$ cat src/rtl/core/smfd_pkg.sv
// ----------------------------------------------------------------------------
// smfd_pkg: measurement frame decoder definitions
// CRC-8 constants, frame layout, scaling constants and the byte decode
// helpers shared by the frame decoder.
// ----------------------------------------------------------------------------
`default_nettype none

package smfd_pkg;

    localparam logic [7:0]  CRC_POLY    = 8'h31;
    localparam logic [7:0]  CRC_INIT    = 8'hFF;
    localparam logic [3:0]  FRAME_LAST  = 4'd8;
    localparam logic [16:0] FULL_SCALE  = 17'd65535;
    localparam logic [14:0] TEMP_SPAN   = 15'd17500;
    localparam logic [14:0] TEMP_OFFSET = 15'd4500;
    localparam logic [13:0] HUM_SPAN    = 14'd10000;

    localparam logic [1:0]  WORD_CO2    = 2'd0;
    localparam logic [1:0]  WORD_TEMP   = 2'd1;
    localparam logic [1:0]  WORD_HUM    = 2'd2;

    // role of a byte inside its three-byte word group
    typedef enum logic [1:0] {
        ROLE_HIGH = 2'd0,
        ROLE_LOW  = 2'd1,
        ROLE_CRC  = 2'd2
    } byte_role_t;

    typedef struct packed {
        byte_role_t role;
        logic [1:0] word;
    } pos_info_t;

    function automatic logic [7:0] crc8_byte(input logic [7:0] crc, input logic [7:0] d);
        logic [7:0] c;
        c = crc ^ d;
        for (int i = 0; i < 8; i++) begin
            if (c[7]) begin
                c = {c[6:0], 1'b0} ^ CRC_POLY;
            end else begin
                c = {c[6:0], 1'b0};
            end
        end
        return c;
    endfunction

    function automatic pos_info_t decode_pos(input logic [3:0] pos);
        pos_info_t info;
        case (pos)
            4'd0: info = '{role: ROLE_HIGH, word: WORD_CO2};
            4'd1: info = '{role: ROLE_LOW,  word: WORD_CO2};
            4'd2: info = '{role: ROLE_CRC,  word: WORD_CO2};
            4'd3: info = '{role: ROLE_HIGH, word: WORD_TEMP};
            4'd4: info = '{role: ROLE_LOW,  word: WORD_TEMP};
            4'd5: info = '{role: ROLE_CRC,  word: WORD_TEMP};
            4'd6: info = '{role: ROLE_HIGH, word: WORD_HUM};
            4'd7: info = '{role: ROLE_LOW,  word: WORD_HUM};
            default: info = '{role: ROLE_CRC, word: WORD_HUM};
        endcase
        return info;
    endfunction

endpackage

`default_nettype wire

$ cat src/rtl/core/sensor_measurement_frame_decoder_unit.sv
// ----------------------------------------------------------------------------
// sensor_measurement_frame_decoder_unit: CRC-8 checked measurement decoder
// Decodes a nine-byte response (three words, each with its CRC byte) into
// CO2, temperature and humidity values with a CRC status.
// ----------------------------------------------------------------------------
// The block takes one byte per cycle and never stalls the input unless a
// finished result is still waiting downstream. Every data byte is folded
// into the running CRC and every CRC byte is checked against it in the
// cycle it is accepted; the temperature and humidity raw words are
// multiplied by their span as their low byte arrives, and the divide by full
// scale is a short add/compare done when the ninth byte is accepted. The
// result appears on the cycle after the ninth byte. s_frame_start restarts
// the frame at the current byte; a frame without it simply follows the
// previous one.
`default_nettype none

module sensor_measurement_frame_decoder_unit
    import smfd_pkg::*;
(
    input  wire logic               aclk,
    input  wire logic               aresetn,

    input  wire logic               s_valid,
    output logic                    s_ready,
    input  wire logic [7:0]         s_data_byte,
    input  wire logic               s_frame_start,

    output logic                    m_valid,
    input  wire logic               m_ready,
    output logic [15:0]             m_co2_ppm,
    output logic signed [14:0]      m_temperature_centi,
    output logic [13:0]             m_humidity_centi,
    output logic                    m_status,
    output logic [1:0]              m_bad_word
);

    logic [3:0]  pos_reg,  pos_next;
    logic [7:0]  crc_reg,  crc_next;
    logic [7:0]  high_reg, high_next;
    logic        err_reg,  err_next;
    logic [1:0]  bad_reg,  bad_next;
    logic [15:0] co2_reg,  co2_next;
    logic [30:0] temp_prod_reg, temp_prod_next;
    logic [29:0] hum_prod_reg,  hum_prod_next;

    logic        out_valid_reg, out_valid_next;
    logic [15:0] out_co2_reg,   out_co2_next;
    logic [14:0] out_temp_reg,  out_temp_next;
    logic [13:0] out_hum_reg,   out_hum_next;
    logic        out_status_reg, out_status_next;
    logic [1:0]  out_bad_reg,   out_bad_next;

    logic        in_fire;
    logic [3:0]  pos_eff;
    pos_info_t   info;
    logic        err_base;
    logic [1:0]  bad_base;
    logic        crc_fail;
    logic        frame_done;
    logic [15:0] word_now;

    // divide by 65535: x = a*2^16 + b  ->  q = a + (a + b >= 65535)
    logic [14:0] temp_a;
    logic [16:0] temp_sum;
    logic        temp_ge;
    logic [14:0] temp_q;
    logic        temp_rnz;
    logic [14:0] temp_value;
    logic [13:0] hum_a;
    logic [16:0] hum_sum;
    logic        hum_ge;
    logic [13:0] hum_q;

    assign in_fire    = s_valid && s_ready;
    assign s_ready    = !out_valid_reg || m_ready;
    assign pos_eff    = s_frame_start ? 4'd0 : pos_reg;
    assign info       = decode_pos(pos_eff);
    assign err_base   = (pos_eff == 4'd0) ? 1'b0 : err_reg;
    assign bad_base   = (pos_eff == 4'd0) ? WORD_CO2 : bad_reg;
    assign crc_fail   = (info.role == ROLE_CRC) && (s_data_byte != crc_reg);
    assign frame_done = in_fire && (pos_eff == FRAME_LAST);
    assign word_now   = {high_reg, s_data_byte};

    assign temp_a     = temp_prod_reg[30:16];
    assign temp_sum   = 17'(temp_a) + 17'(temp_prod_reg[15:0]);
    assign temp_ge    = (temp_sum >= FULL_SCALE);
    assign temp_q     = temp_a + 15'(temp_ge);
    assign temp_rnz   = (temp_sum != 17'd0) && (temp_sum != FULL_SCALE);
    // below the offset the result is negative: truncation toward zero
    // moves it up by one when the quotient was inexact
    assign temp_value = temp_q - TEMP_OFFSET
                      + 15'((temp_q < TEMP_OFFSET) && temp_rnz);

    assign hum_a      = hum_prod_reg[29:16];
    assign hum_sum    = 17'(hum_a) + 17'(hum_prod_reg[15:0]);
    assign hum_ge     = (hum_sum >= FULL_SCALE);
    assign hum_q      = hum_a + 14'(hum_ge);

    always_comb begin
        pos_next       = pos_reg;
        crc_next       = crc_reg;
        high_next      = high_reg;
        err_next       = err_reg;
        bad_next       = bad_reg;
        co2_next       = co2_reg;
        temp_prod_next = temp_prod_reg;
        hum_prod_next  = hum_prod_reg;
        if (in_fire) begin
            pos_next = (pos_eff == FRAME_LAST) ? 4'd0 : pos_eff + 4'd1;
            err_next = err_base || crc_fail;
            bad_next = (crc_fail && !err_base) ? info.word : bad_base;
            case (info.role)
                ROLE_HIGH: begin
                    high_next = s_data_byte;
                    crc_next  = crc8_byte(CRC_INIT, s_data_byte);
                end
                ROLE_LOW: begin
                    crc_next = crc8_byte(crc_reg, s_data_byte);
                    case (info.word)
                        WORD_CO2:  co2_next = word_now;
                        WORD_TEMP: temp_prod_next = 31'(word_now) * 31'(TEMP_SPAN);
                        default:   hum_prod_next  = 30'(word_now) * 30'(HUM_SPAN);
                    endcase
                end
                default: begin
                    crc_next = CRC_INIT;
                end
            endcase
        end
    end

    always_comb begin
        out_valid_next  = out_valid_reg;
        out_co2_next    = out_co2_reg;
        out_temp_next   = out_temp_reg;
        out_hum_next    = out_hum_reg;
        out_status_next = out_status_reg;
        out_bad_next    = out_bad_reg;
        if (frame_done) begin
            out_valid_next  = 1'b1;
            out_status_next = err_next;
            out_bad_next    = err_next ? bad_next : WORD_CO2;
            out_co2_next    = err_next ? 16'd0 : co2_reg;
            out_temp_next   = err_next ? 15'd0 : temp_value;
            out_hum_next    = err_next ? 14'd0 : hum_q;
        end else if (m_ready) begin
            out_valid_next = 1'b0;
        end
    end

    always_ff @(posedge aclk) begin
        if (!aresetn) begin
            pos_reg       <= 4'd0;
            crc_reg       <= CRC_INIT;
            high_reg      <= 8'd0;
            err_reg       <= 1'b0;
            bad_reg       <= WORD_CO2;
            out_valid_reg <= 1'b0;
        end else begin
            pos_reg       <= pos_next;
            crc_reg       <= crc_next;
            high_reg      <= high_next;
            err_reg       <= err_next;
            bad_reg       <= bad_next;
            out_valid_reg <= out_valid_next;
        end
    end

    always_ff @(posedge aclk) begin
        co2_reg        <= co2_next;
        temp_prod_reg  <= temp_prod_next;
        hum_prod_reg   <= hum_prod_next;
        out_co2_reg    <= out_co2_next;
        out_temp_reg   <= out_temp_next;
        out_hum_reg    <= out_hum_next;
        out_status_reg <= out_status_next;
        out_bad_reg    <= out_bad_next;
    end

    assign m_valid             = out_valid_reg;
    assign m_co2_ppm           = out_co2_reg;
    assign m_temperature_centi = $signed(out_temp_reg);
    assign m_humidity_centi    = out_hum_reg;
    assign m_status            = out_status_reg;
    assign m_bad_word          = out_bad_reg;

    // the byte count never leaves the frame
    a_pos_range: assert property (@(posedge aclk) disable iff (!aresetn)
        pos_reg <= FRAME_LAST)
        else $error("byte position out of frame");

    // the ninth byte of a frame always yields an item
    a_done_emits: assert property (@(posedge aclk) disable iff (!aresetn)
        frame_done |=> m_valid)
        else $error("frame end produced no item");

    // no item appears for a byte that does not end a frame
    a_no_spurious: assert property (@(posedge aclk) disable iff (!aresetn)
        (!frame_done && (m_ready || !m_valid)) |=> !m_valid)
        else $error("item without frame end");

    // a failed frame carries zero values
    a_error_zero: assert property (@(posedge aclk) disable iff (!aresetn)
        (m_valid && m_status) |->
            (m_co2_ppm == 16'd0 && m_humidity_centi == 14'd0
             && m_temperature_centi == 15'sd0 && m_bad_word != 2'd3))
        else $error("failed frame with nonzero values");

    // a good frame reports word zero and stays within the sensor range
    a_good_range: assert property (@(posedge aclk) disable iff (!aresetn)
        (m_valid && !m_status) |->
            (m_bad_word == WORD_CO2 && m_humidity_centi <= HUM_SPAN
             && m_temperature_centi >= -15'sd4500
             && m_temperature_centi <= 15'sd13000))
        else $error("good frame out of range");

endmodule

`default_nettype wire
$ cat config.mk
export PLATFORM = sky130hd
export DESIGN_NAME = sensor_measurement_frame_decoder_unit
export DESIGN_NICKNAME = d
export VERILOG_FILES = /design/src/rtl/core/smfd_pkg.sv /design/src/rtl/core/sensor_measurement_frame_decoder_unit.sv
export SDC_FILE = /design/constraint.sdc
export NUM_CORES = 1
export LEC_CHECK = 0
export ABC_AREA = 1
export BUFFER_PORTS_ARGS = -buffer_cell sky130_fd_sc_hd__buf_2
export CORE_ASPECT_RATIO = 0.8
export CORE_MARGIN = 2
export CORE_UTILIZATION = 58
export CTS_BUF_LIST = sky130_fd_sc_hd__clkbuf_16
export DETAILED_ROUTE_END_ITERATION = 16
export GPL_TIMING_DRIVEN = 1
export PLACE_DENSITY = 0.79
export RECOVER_POWER = 100
export SLEW_MARGIN = 20
export SYNTH_ARGS = -nofsm -noshare
export SYNTH_HDL_FRONTEND = slang
export SYNTH_SLANG_ARGS = --single-unit
$ cat constraint.sdc
create_clock -name aclk -period 5.3 [get_ports aclk]
set_input_delay 1.06 -clock aclk [delete_from_list [all_inputs] [get_ports aclk]]
set_output_delay 1.06 -clock aclk [all_outputs]
set_load 0.02 [all_outputs]
==> impl_summary.txt, run 1 <==
----------------------------------------------------
[Synth]
  Async set or reset register ratio after synthesis ... 0
  Number of enable-type register cells in the synthesized netlist ... 119
  Count of mapped cells out of synthesis ... 1665
  Parity-gate share of the synthesized area counting xor and xnor cells ... 0.0561
  Part of the Yosys area used for sequential elements ... 0.290
  Mux share of post-synthesis cell area ... 0
  Synth Net Count ... 1957
  Distinct cell type count of the synthesized netlist ... 53
  Syn_area_per_cell ... 8.40 um2
  Compound-gate portion of the synthesized area ... 0.0723
  Largest family of logic cells by synthesized area ... adder cells
  Arithmetic-cell share of the synthesized area counting full adders, half adders and majority gates ... 0.294
  Most used flip-flop cell after synthesis ... edfxtp_1
  Register bit count reported by yosys ... 143
  Post-Synth Simple-Gate Area ... 0.183
  Ys Warns ... 0
  Synthesized area ... roughly 14000 um2

[Finish]
  FF+latch area ... just over 4000 um2
  Number of nets in the final layout ... 2075
  Most common cell after layout, fill and taps aside ... inv_1
  Share of cells above drive strength 1 ... 0.0729
  Count of filler cells inserted in the layout ... 2012
  Number of flip-flops in the largest register ... 29
  Area taken by multi-input logic gates ... 8550 um2
  Commonest cells after routing, fill and taps aside ... 372 x inv_1, 313 x nand2_1, 189 x ha_1
  Number of antenna diodes ... 0
  Final Cell Area ... 15500 um2
  Signed area change from the synthesized netlist to the final layout ... 11.0%

[Worst setup path]
  Critical path required time ... roughly 5.5 ns
  Arrival time at the worst endpoint ... 5.23 ns
  Last element of the critical path ... hum_prod_reg[25]
  Worst reg2reg startpoint ... temp_prod_reg[18]
  Destination of the worst register-to-register timing path ... m_temperature_centi[10]
  Path depth of the worst reg2reg path ... 37
  Setup slack of the most critical reg-to-reg path ... 0.35 ns
  Category of the critical setup timing path ... input pin to flop
  Critical path origin ... s_data_byte[2]
  Setup crit end kind ... flop
  Crit Path Max Fanout ... 11
  Critical path startpoint category ... input pin

[STA]
  Final clock skew ... 0.0156 ns
  Setup TNS ... 0 ns
  Final slew viol count ... 79
  Max-slew headroom ... -0.168
  Final count of hold timing violations ... 0
  Hold WS ... 0.463 ns
  Transition time at the pin with the least slew margin ... 1.75 ns
  Count of final setup violators ... 0
  Post-route fraction of the period consumed by the critical path ... 0.955
  Time the worst path needs with I/O delays and setup ... just over 5 ns
  Maximum clock rate ... 198 MHz

[Clocking]
  Num CTS Buffers ... 17
  TritonCTS clock tree ... built
  Library cell used as clock root buffer ... clkbuf_16
  Clock Sink Count ... 143
  Max Buffers Root-to-Sink ... 2
  Clock latency of the later-clocked register in the worst-skew pair ... 0.43 ns
  Count of H-tree levels built during CTS ... 4
  Number of hold buffers added after cts ... 0
  Clock transition at the registers of the reported paths ... 0.06 ns

[Worst hold path]
  Type of the tightest min-delay check ... flop to flop

[Die]
  Num ports ... 63
  Total Die Area ... 25400 um2
  Die outline width ... 178 um
  Starting density of the core ... 0.595
  Core region area ... ~24000 um2
  Floorplan die height ... about 140 um
  FP Rows ... 50

[Global routing]
  Grt ovf ... 0
  Wire length of the first global-routing pass ... 54.2 mm
  Aggregate global-route resource usage ... 0.274
  Largest net degree at the start of global routing ... 49
  Via count of the first global-routing pass ... roughly 11000
  Initial antenna violation count ... 1

[Placed design]
  Area after DPL ... 14900 um2
  Post-detailed-placement half-perimeter wirelength ... ~27 mm
  Final GP Congestion ... 0.944
  Number of buffers added on ports ... 62

[Detailed routing]
  Aggregate routed wire length ... between 30 and 40 mm
  Via total after detailed routing ... between 10000 and 15000
  Number of detailed-routing iterations run before antenna repair ... 5
  Final ANT Viol Nets ... 0
  Iter 0 DRT Violations ... 906
  Final routed wire length divided by cell count ... 16.0 um
  Detailed-route vias per instance ... 5.43
  Residual DRC ... 0

[Pwr]
  Power density over cell area ... about 370 nW/um2
  Lkg Pwr ... 7.92 nW
  Peak supply drop ... around 0.25 mV

[Job]
  Count of maximum capacitance violations ... 2

[Outcome]
  Run status ... finished with violations
  Violated checks ... capacitance limit, slew limit

----------------------------------------------------
==> where the power goes <==
group          switching [mW]  total (mW)  internal [mW]
Combinational            1.96        3.09           1.13
Clock                   0.508        1.21          0.700
Sequential             0.0117        1.40           1.39
==> stage by stage <==
stage | util | cells | total power, mW | setup WS, ns
2_1_floorplan | - | 1665 | 3.65 | 0.0799
3_3_place_gp | 0.634 | 2064 | 4.37 | 0.0737
3_5_place_dp | 0.634 | 2064 | 4.45 | -0.0458
4_1_cts | 0.659 | 2097 | 5.70 | 0.0449
5_1_grt | 0.660 | 2108 | 6.16 | -0.0804
6_report | 0.660 | 2108 | 5.70 | 0.239
==> how the worst min path moves through the flow <==
stage,from,endpoint,slack [ns],cells after the start
global route,pos_reg[3],pos_reg[3],0.50,2
finish,pos_reg[1],pos_reg[1],0.46,2
global placement,pos_reg[1],pos_reg[1],0.44,2
floorplan,pos_reg[1],pos_reg[1],0.43,2
CTS,pos_reg[1],pos_reg[1],0.46,2
detailed placement,pos_reg[1],pos_reg[1],0.45,2
==> synthesized netlist by cell type, types with 3 or more instances <==
cell type,number,share of area
inv_1,368,0.099
nand2_1,315,0.085
ha_1,197,0.18
edfxtp_1,119,0.26
nor2_1,115,0.031
a21oi_1,92,0.033
fa_1,82,0.12
nand3_1,80,0.029
xor2_1,54,0.034
o21ai_0,42,0.015
xnor2_1,25,0.016
dfxtp_1,24,0.034
nor3_1,18,0.0064
nand4_1,17,0.0076
nand2_2,12,0.0054
inv_2,9,0.0024
nor2_2,8,0.0036
a21o_1,7,0.0038
o21bai_1,7,0.0038
o21ai_1,6,0.0021
a211oi_1,4,0.0021
nand3b_1,4,0.0021
nor3_2,4,0.0029
nor4_1,4,0.0018
o211ai_1,4,0.0021
a31oi_1,3,0.0013
buf_2,3,0.0011
clkbuf_1,3,0.00080
nor3b_2,3,0.0027
==> routing by layer <==
metal  track usage  wire, um  vias up
li1              -         -     5564
met1         0.410     15800     5395
met2         0.410     14400      433
met3        0.0519      2810       59
met4        0.0660       626        0
met5             0         0        -
==> final cells by class <==
cell class / instances / share of cell area
repair buffers: 108 / 0.0344
multi-input cells: 1135 / 0.550
well taps: 312 / 0.0251
clock inverters: 15 / 0.0104
inverters: 378 / 0.0914
flip-flops and latches: 143 / 0.261
clock buffers: 17 / 0.0274
==> timing repair <==
| item | CTS | global route |
|---|---|---|
| buffers inserted | 1 | 11 |
| setup endpoints to repair | 1 | 10 |
| pin swaps | 0 | 5 |
| resized for setup | 0 | 27 |
==> cell families after synthesis <==
family / count (synthesis)
adders and majority gates: 279
AOI/OAI and AO/OA: 180
DFF: 143
and+or+nand+nor: 592
buffers and inverters: 387
xor gates and xnor gates: 84
==> worst max-delay path: stages <==
cell and delay, ns:
clkbuf_1 0.59, clkbuf_1 0.41, fa_1 0.48, ha_1 0.29
ha_1 0.28, inv_1 0.05, fa_1 0.49, inv_1 0.04
ha_1 0.36, a21oi_1 0.22, nand2_1 0.14, a21boi_0 0.26
o21ai_0 0.23, nand3_1 0.12, nand2_1 0.06, xor2_1 0.14
No activity file was read; power rests on OpenSTA's default activity.
==> run 2: changes to the inputs <==
--- a/config.mk
+++ b/config.mk
@@ -7,14 +7,16 @@
 export LEC_CHECK = 0
 export ABC_AREA = 1
 export BUFFER_PORTS_ARGS = -buffer_cell sky130_fd_sc_hd__buf_2
+export CELL_PAD_IN_SITES_DETAIL_PLACEMENT = 2
+export CELL_PAD_IN_SITES_GLOBAL_PLACEMENT = 2
 export CORE_ASPECT_RATIO = 0.8
 export CORE_MARGIN = 2
-export CORE_UTILIZATION = 58
+export CORE_UTILIZATION = 36
 export CTS_BUF_LIST = sky130_fd_sc_hd__clkbuf_16
 export DETAILED_ROUTE_END_ITERATION = 16
 export GPL_TIMING_DRIVEN = 1
-export PLACE_DENSITY = 0.79
-export RECOVER_POWER = 100
+export PLACE_DENSITY_LB_ADDON = 0.1
+export RECOVER_POWER = 25
 export SLEW_MARGIN = 20
 export SYNTH_ARGS = -nofsm -noshare
 export SYNTH_HDL_FRONTEND = slang
==> run 2 against run 1 <==
Net effect:
- the run now ends clean
- final cell count grew 10%
- combinational power grew 9.1%
- power grew 4.8%
- non-clock buffer count grew 30
- wire length grew 32%
- hold slack gained 0.010 ns
- critical path type unchanged
- largest cell class unchanged
- highest routed layer unchanged
==> impl_summary.txt, run 2 (synthesis gave the netlist of run 1 again) <==
----------------------------------------------------
[Worst setup path]
  Worst reg2reg startpoint ... temp_prod_reg[18]
  Count of buffering cells on the critical path with inverters included ... 7
  Largest incremental delay on the critical path ... 0.50 ns
  Series of cell instances along the critical path ... clkbuf_1 -> inv_1 -> fa_1 -> inv_1 -> ha_1 -> inv_1 -> fa_1 -> inv_1 -> ha_1 -> inv_1 -> fa_1 -> inv_1 -> ha_1 -> a21oi_1 -> a21boi_0 -> o21ai_0 -> nand3_1 -> nand2_1 -> xor2_1
  Setup crit end kind ... flop
  Critical path startpoint category ... input pin
  Cell repeated most along the worst path ... inv_1
  Critical-path top delay cell ... fa_1
  Category of the critical setup timing path ... input pin to flop
  Destination of the worst register-to-register timing path ... m_temperature_centi[14]
  Family with the most delay on the worst path ... adder cells
  Critical path required time ... 5.50 ns
  Path depth of the worst reg2reg path ... 34
  Arrival time at the worst endpoint ... 5.17 ns
  Crit Path Max Fanout ... 4
  Setup slack of the most critical reg-to-reg path ... 0.42 ns

[Clocking]
  Library cell used as clock root buffer ... clkbuf_16
  Count of H-tree levels built during CTS ... 4
  Clock latency of the later-clocked register in the worst-skew pair ... 0.47 ns
  Number of hold buffers added after cts ... 0
  Clock Sink Count ... 143
  Num CTS Buffers ... 17
  Clock transition at the registers of the reported paths ... 0.07 ns
  TritonCTS clock tree ... built
  Max Buffers Root-to-Sink ... 2

[Die]
  FP Rows ... between 60 and 70
  Starting density of the core ... 0.365
  Floorplan die height ... ~180 um
  Core region area ... 38300 um2
  Total Die Area ... 40500 um2
  Num ports ... 63
  Die outline width ... 224 um

[STA]
  Maximum clock rate ... 201 MHz
  Final slew viol count ... 0
  Final clock skew ... 0.0154 ns
  Final worst setup slack ... 0.328 ns
  Count of final setup violators ... 0
  Hold WS ... between 0.4 and 0.5 ns
  Transition time at the pin with the least slew margin ... 0.909 ns
  Time the worst path needs with I/O delays and setup ... between 4 and 5 ns
  Setup TNS ... 0 ns
  Max-slew headroom ... 0.394
  Final count of hold timing violations ... 0
  Post-route fraction of the period consumed by the critical path ... 0.938

[Detailed routing]
  Metal2 WL ... 19.9 mm
  Iter 0 DRT Violations ... 361
  Top layer in use ... met4
  Aggregate routed wire length ... 44.3 mm
  Number of detailed-routing iterations run before antenna repair ... 5
  Via total after detailed routing ... between 10000 and 15000
  Final ANT Viol Nets ... 0
  Detailed-route vias per instance ... 4.98
  Residual DRC ... 0
  Detailed-routing wirelength on met1 ... 22.7 mm
  Final routed wire length divided by cell count ... 19.1 um
  Met3 wire length ... between 1 and 1.5 mm

[Worst hold path]
  Type of the tightest min-delay check ... flop to flop
  Min-Delay Endpoint ... pos_reg[2]
  Min-delay src ... pos_reg[2]
  Hold path cells ... 2

[Pwr]
  Lkg Pwr ... roughly 8 nW
  Peak supply drop ... 0.175 mV
  Power density over cell area ... roughly 370 nW/um2

[Global routing]
  Initial antenna violation count ... 1
  Wire length of the first global-routing pass ... around 70 mm
  Grt ovf ... 0
  Largest net degree at the start of global routing ... 30
  Aggregate global-route resource usage ... 0.226
  Via count of the first global-routing pass ... between 10000 and 15000

[Placed design]
  Final GP Congestion ... 0.830
  Post-detailed-placement half-perimeter wirelength ... 36.8 mm
  Cell count after placement ... 2280
  Number of buffers added on ports ... 62
  Worst slack, placed ... -0.0756 ns

[Finish]
  Count of filler cells inserted in the layout ... 4401
  Most common cell after layout, fill and taps aside ... inv_1
  FF+latch area ... 4050 um2
  Number of antenna diodes ... 0
  Signed area change from the synthesized netlist to the final layout ... 14.7%
  Number of flip-flops in the largest register ... 29
  Post-route non-filler standard cell count ... 2321
  Area taken by multi-input logic gates ... approximately 8600 um2
  Commonest cells after routing, fill and taps aside ... 369 x inv_1, 310 x nand2_1, 186 x ha_1
  Share of cells above drive strength 1 ... 0.100
  Number of nets in the final layout ... roughly 2100

[Outcome]
  Run status ... completed

[Job]
  Count of maximum capacitance violations ... 0

----------------------------------------------------
[run 2: area by class of cell]
type,count,share of cell area
clock buffers,17,0.0265
clock inverters,15,0.00842
inverters,378,0.0884
multi-input cells,1135,0.537
flip-flops and latches,143,0.253
well taps,495,0.0386
repair buffers,138,0.0482
[run 2: timing repair]
| action | CTS | global route |
|---|---|---|
| pin swaps | 0 | 7 |
| endpoints found under the setup margin | 1 | 10 |
| setup buffers | 0 | 9 |
| resized for setup | 2 | 29 |
[run 2: worst min-delay path, stage by stage, from the launching register on]
cell     delay (ns)
dfxtp_1        0.31
nand2_1        0.06
a21oi_1        0.06
[run 2: worst max path at each step]
stage / start / endpoint / slack (ns) / cells after the start
5_1_grt: temp_prod_reg[18] / m_temperature_centi[14] / -0.06 / 38
2_1_floorplan: s_frame_start / temp_prod_reg[10] / 0.08 / 8
4_1_cts: temp_prod_reg[18] / m_temperature_centi[14] / 0.01 / 40
3_3_place_gp: s_data_byte[6] / temp_prod_reg[18] / 0.05 / 19
6_report: s_data_byte[3] / hum_prod_reg[25] / 0.33 / 19
3_5_place_dp: s_data_byte[6] / temp_prod_reg[18] / -0.08 / 19
[run 2: power breakdown]
part	switching (mW)	internal, mW	total (mW)
sequential	0.0117	1.39	1.40
combinational	2.14	1.23	3.37
clock	0.553	0.649	1.20
total	2.70	3.27	5.97
[run 2: layer usage]
| metal | GRT usage | vias up |
|---|---|---|
| met5 | 0 | - |
| met4 | 0.0562 | 0 |
| met3 | 0.0302 | 35 |
| met2 | 0.360 | 130 |
| met1 | 0.323 | 5768 |
| li1 | - | 5621 |
[run 2: metrics by stage]
stage	power (mW)	util	area (um2)
global route	6.51	0.419	16000
floorplan	3.65	-	14000
CTS	6.05	0.417	15900
detailed placement	4.80	0.402	15400
global placement	4.66	0.402	15400
finish	5.97	0.419	16000
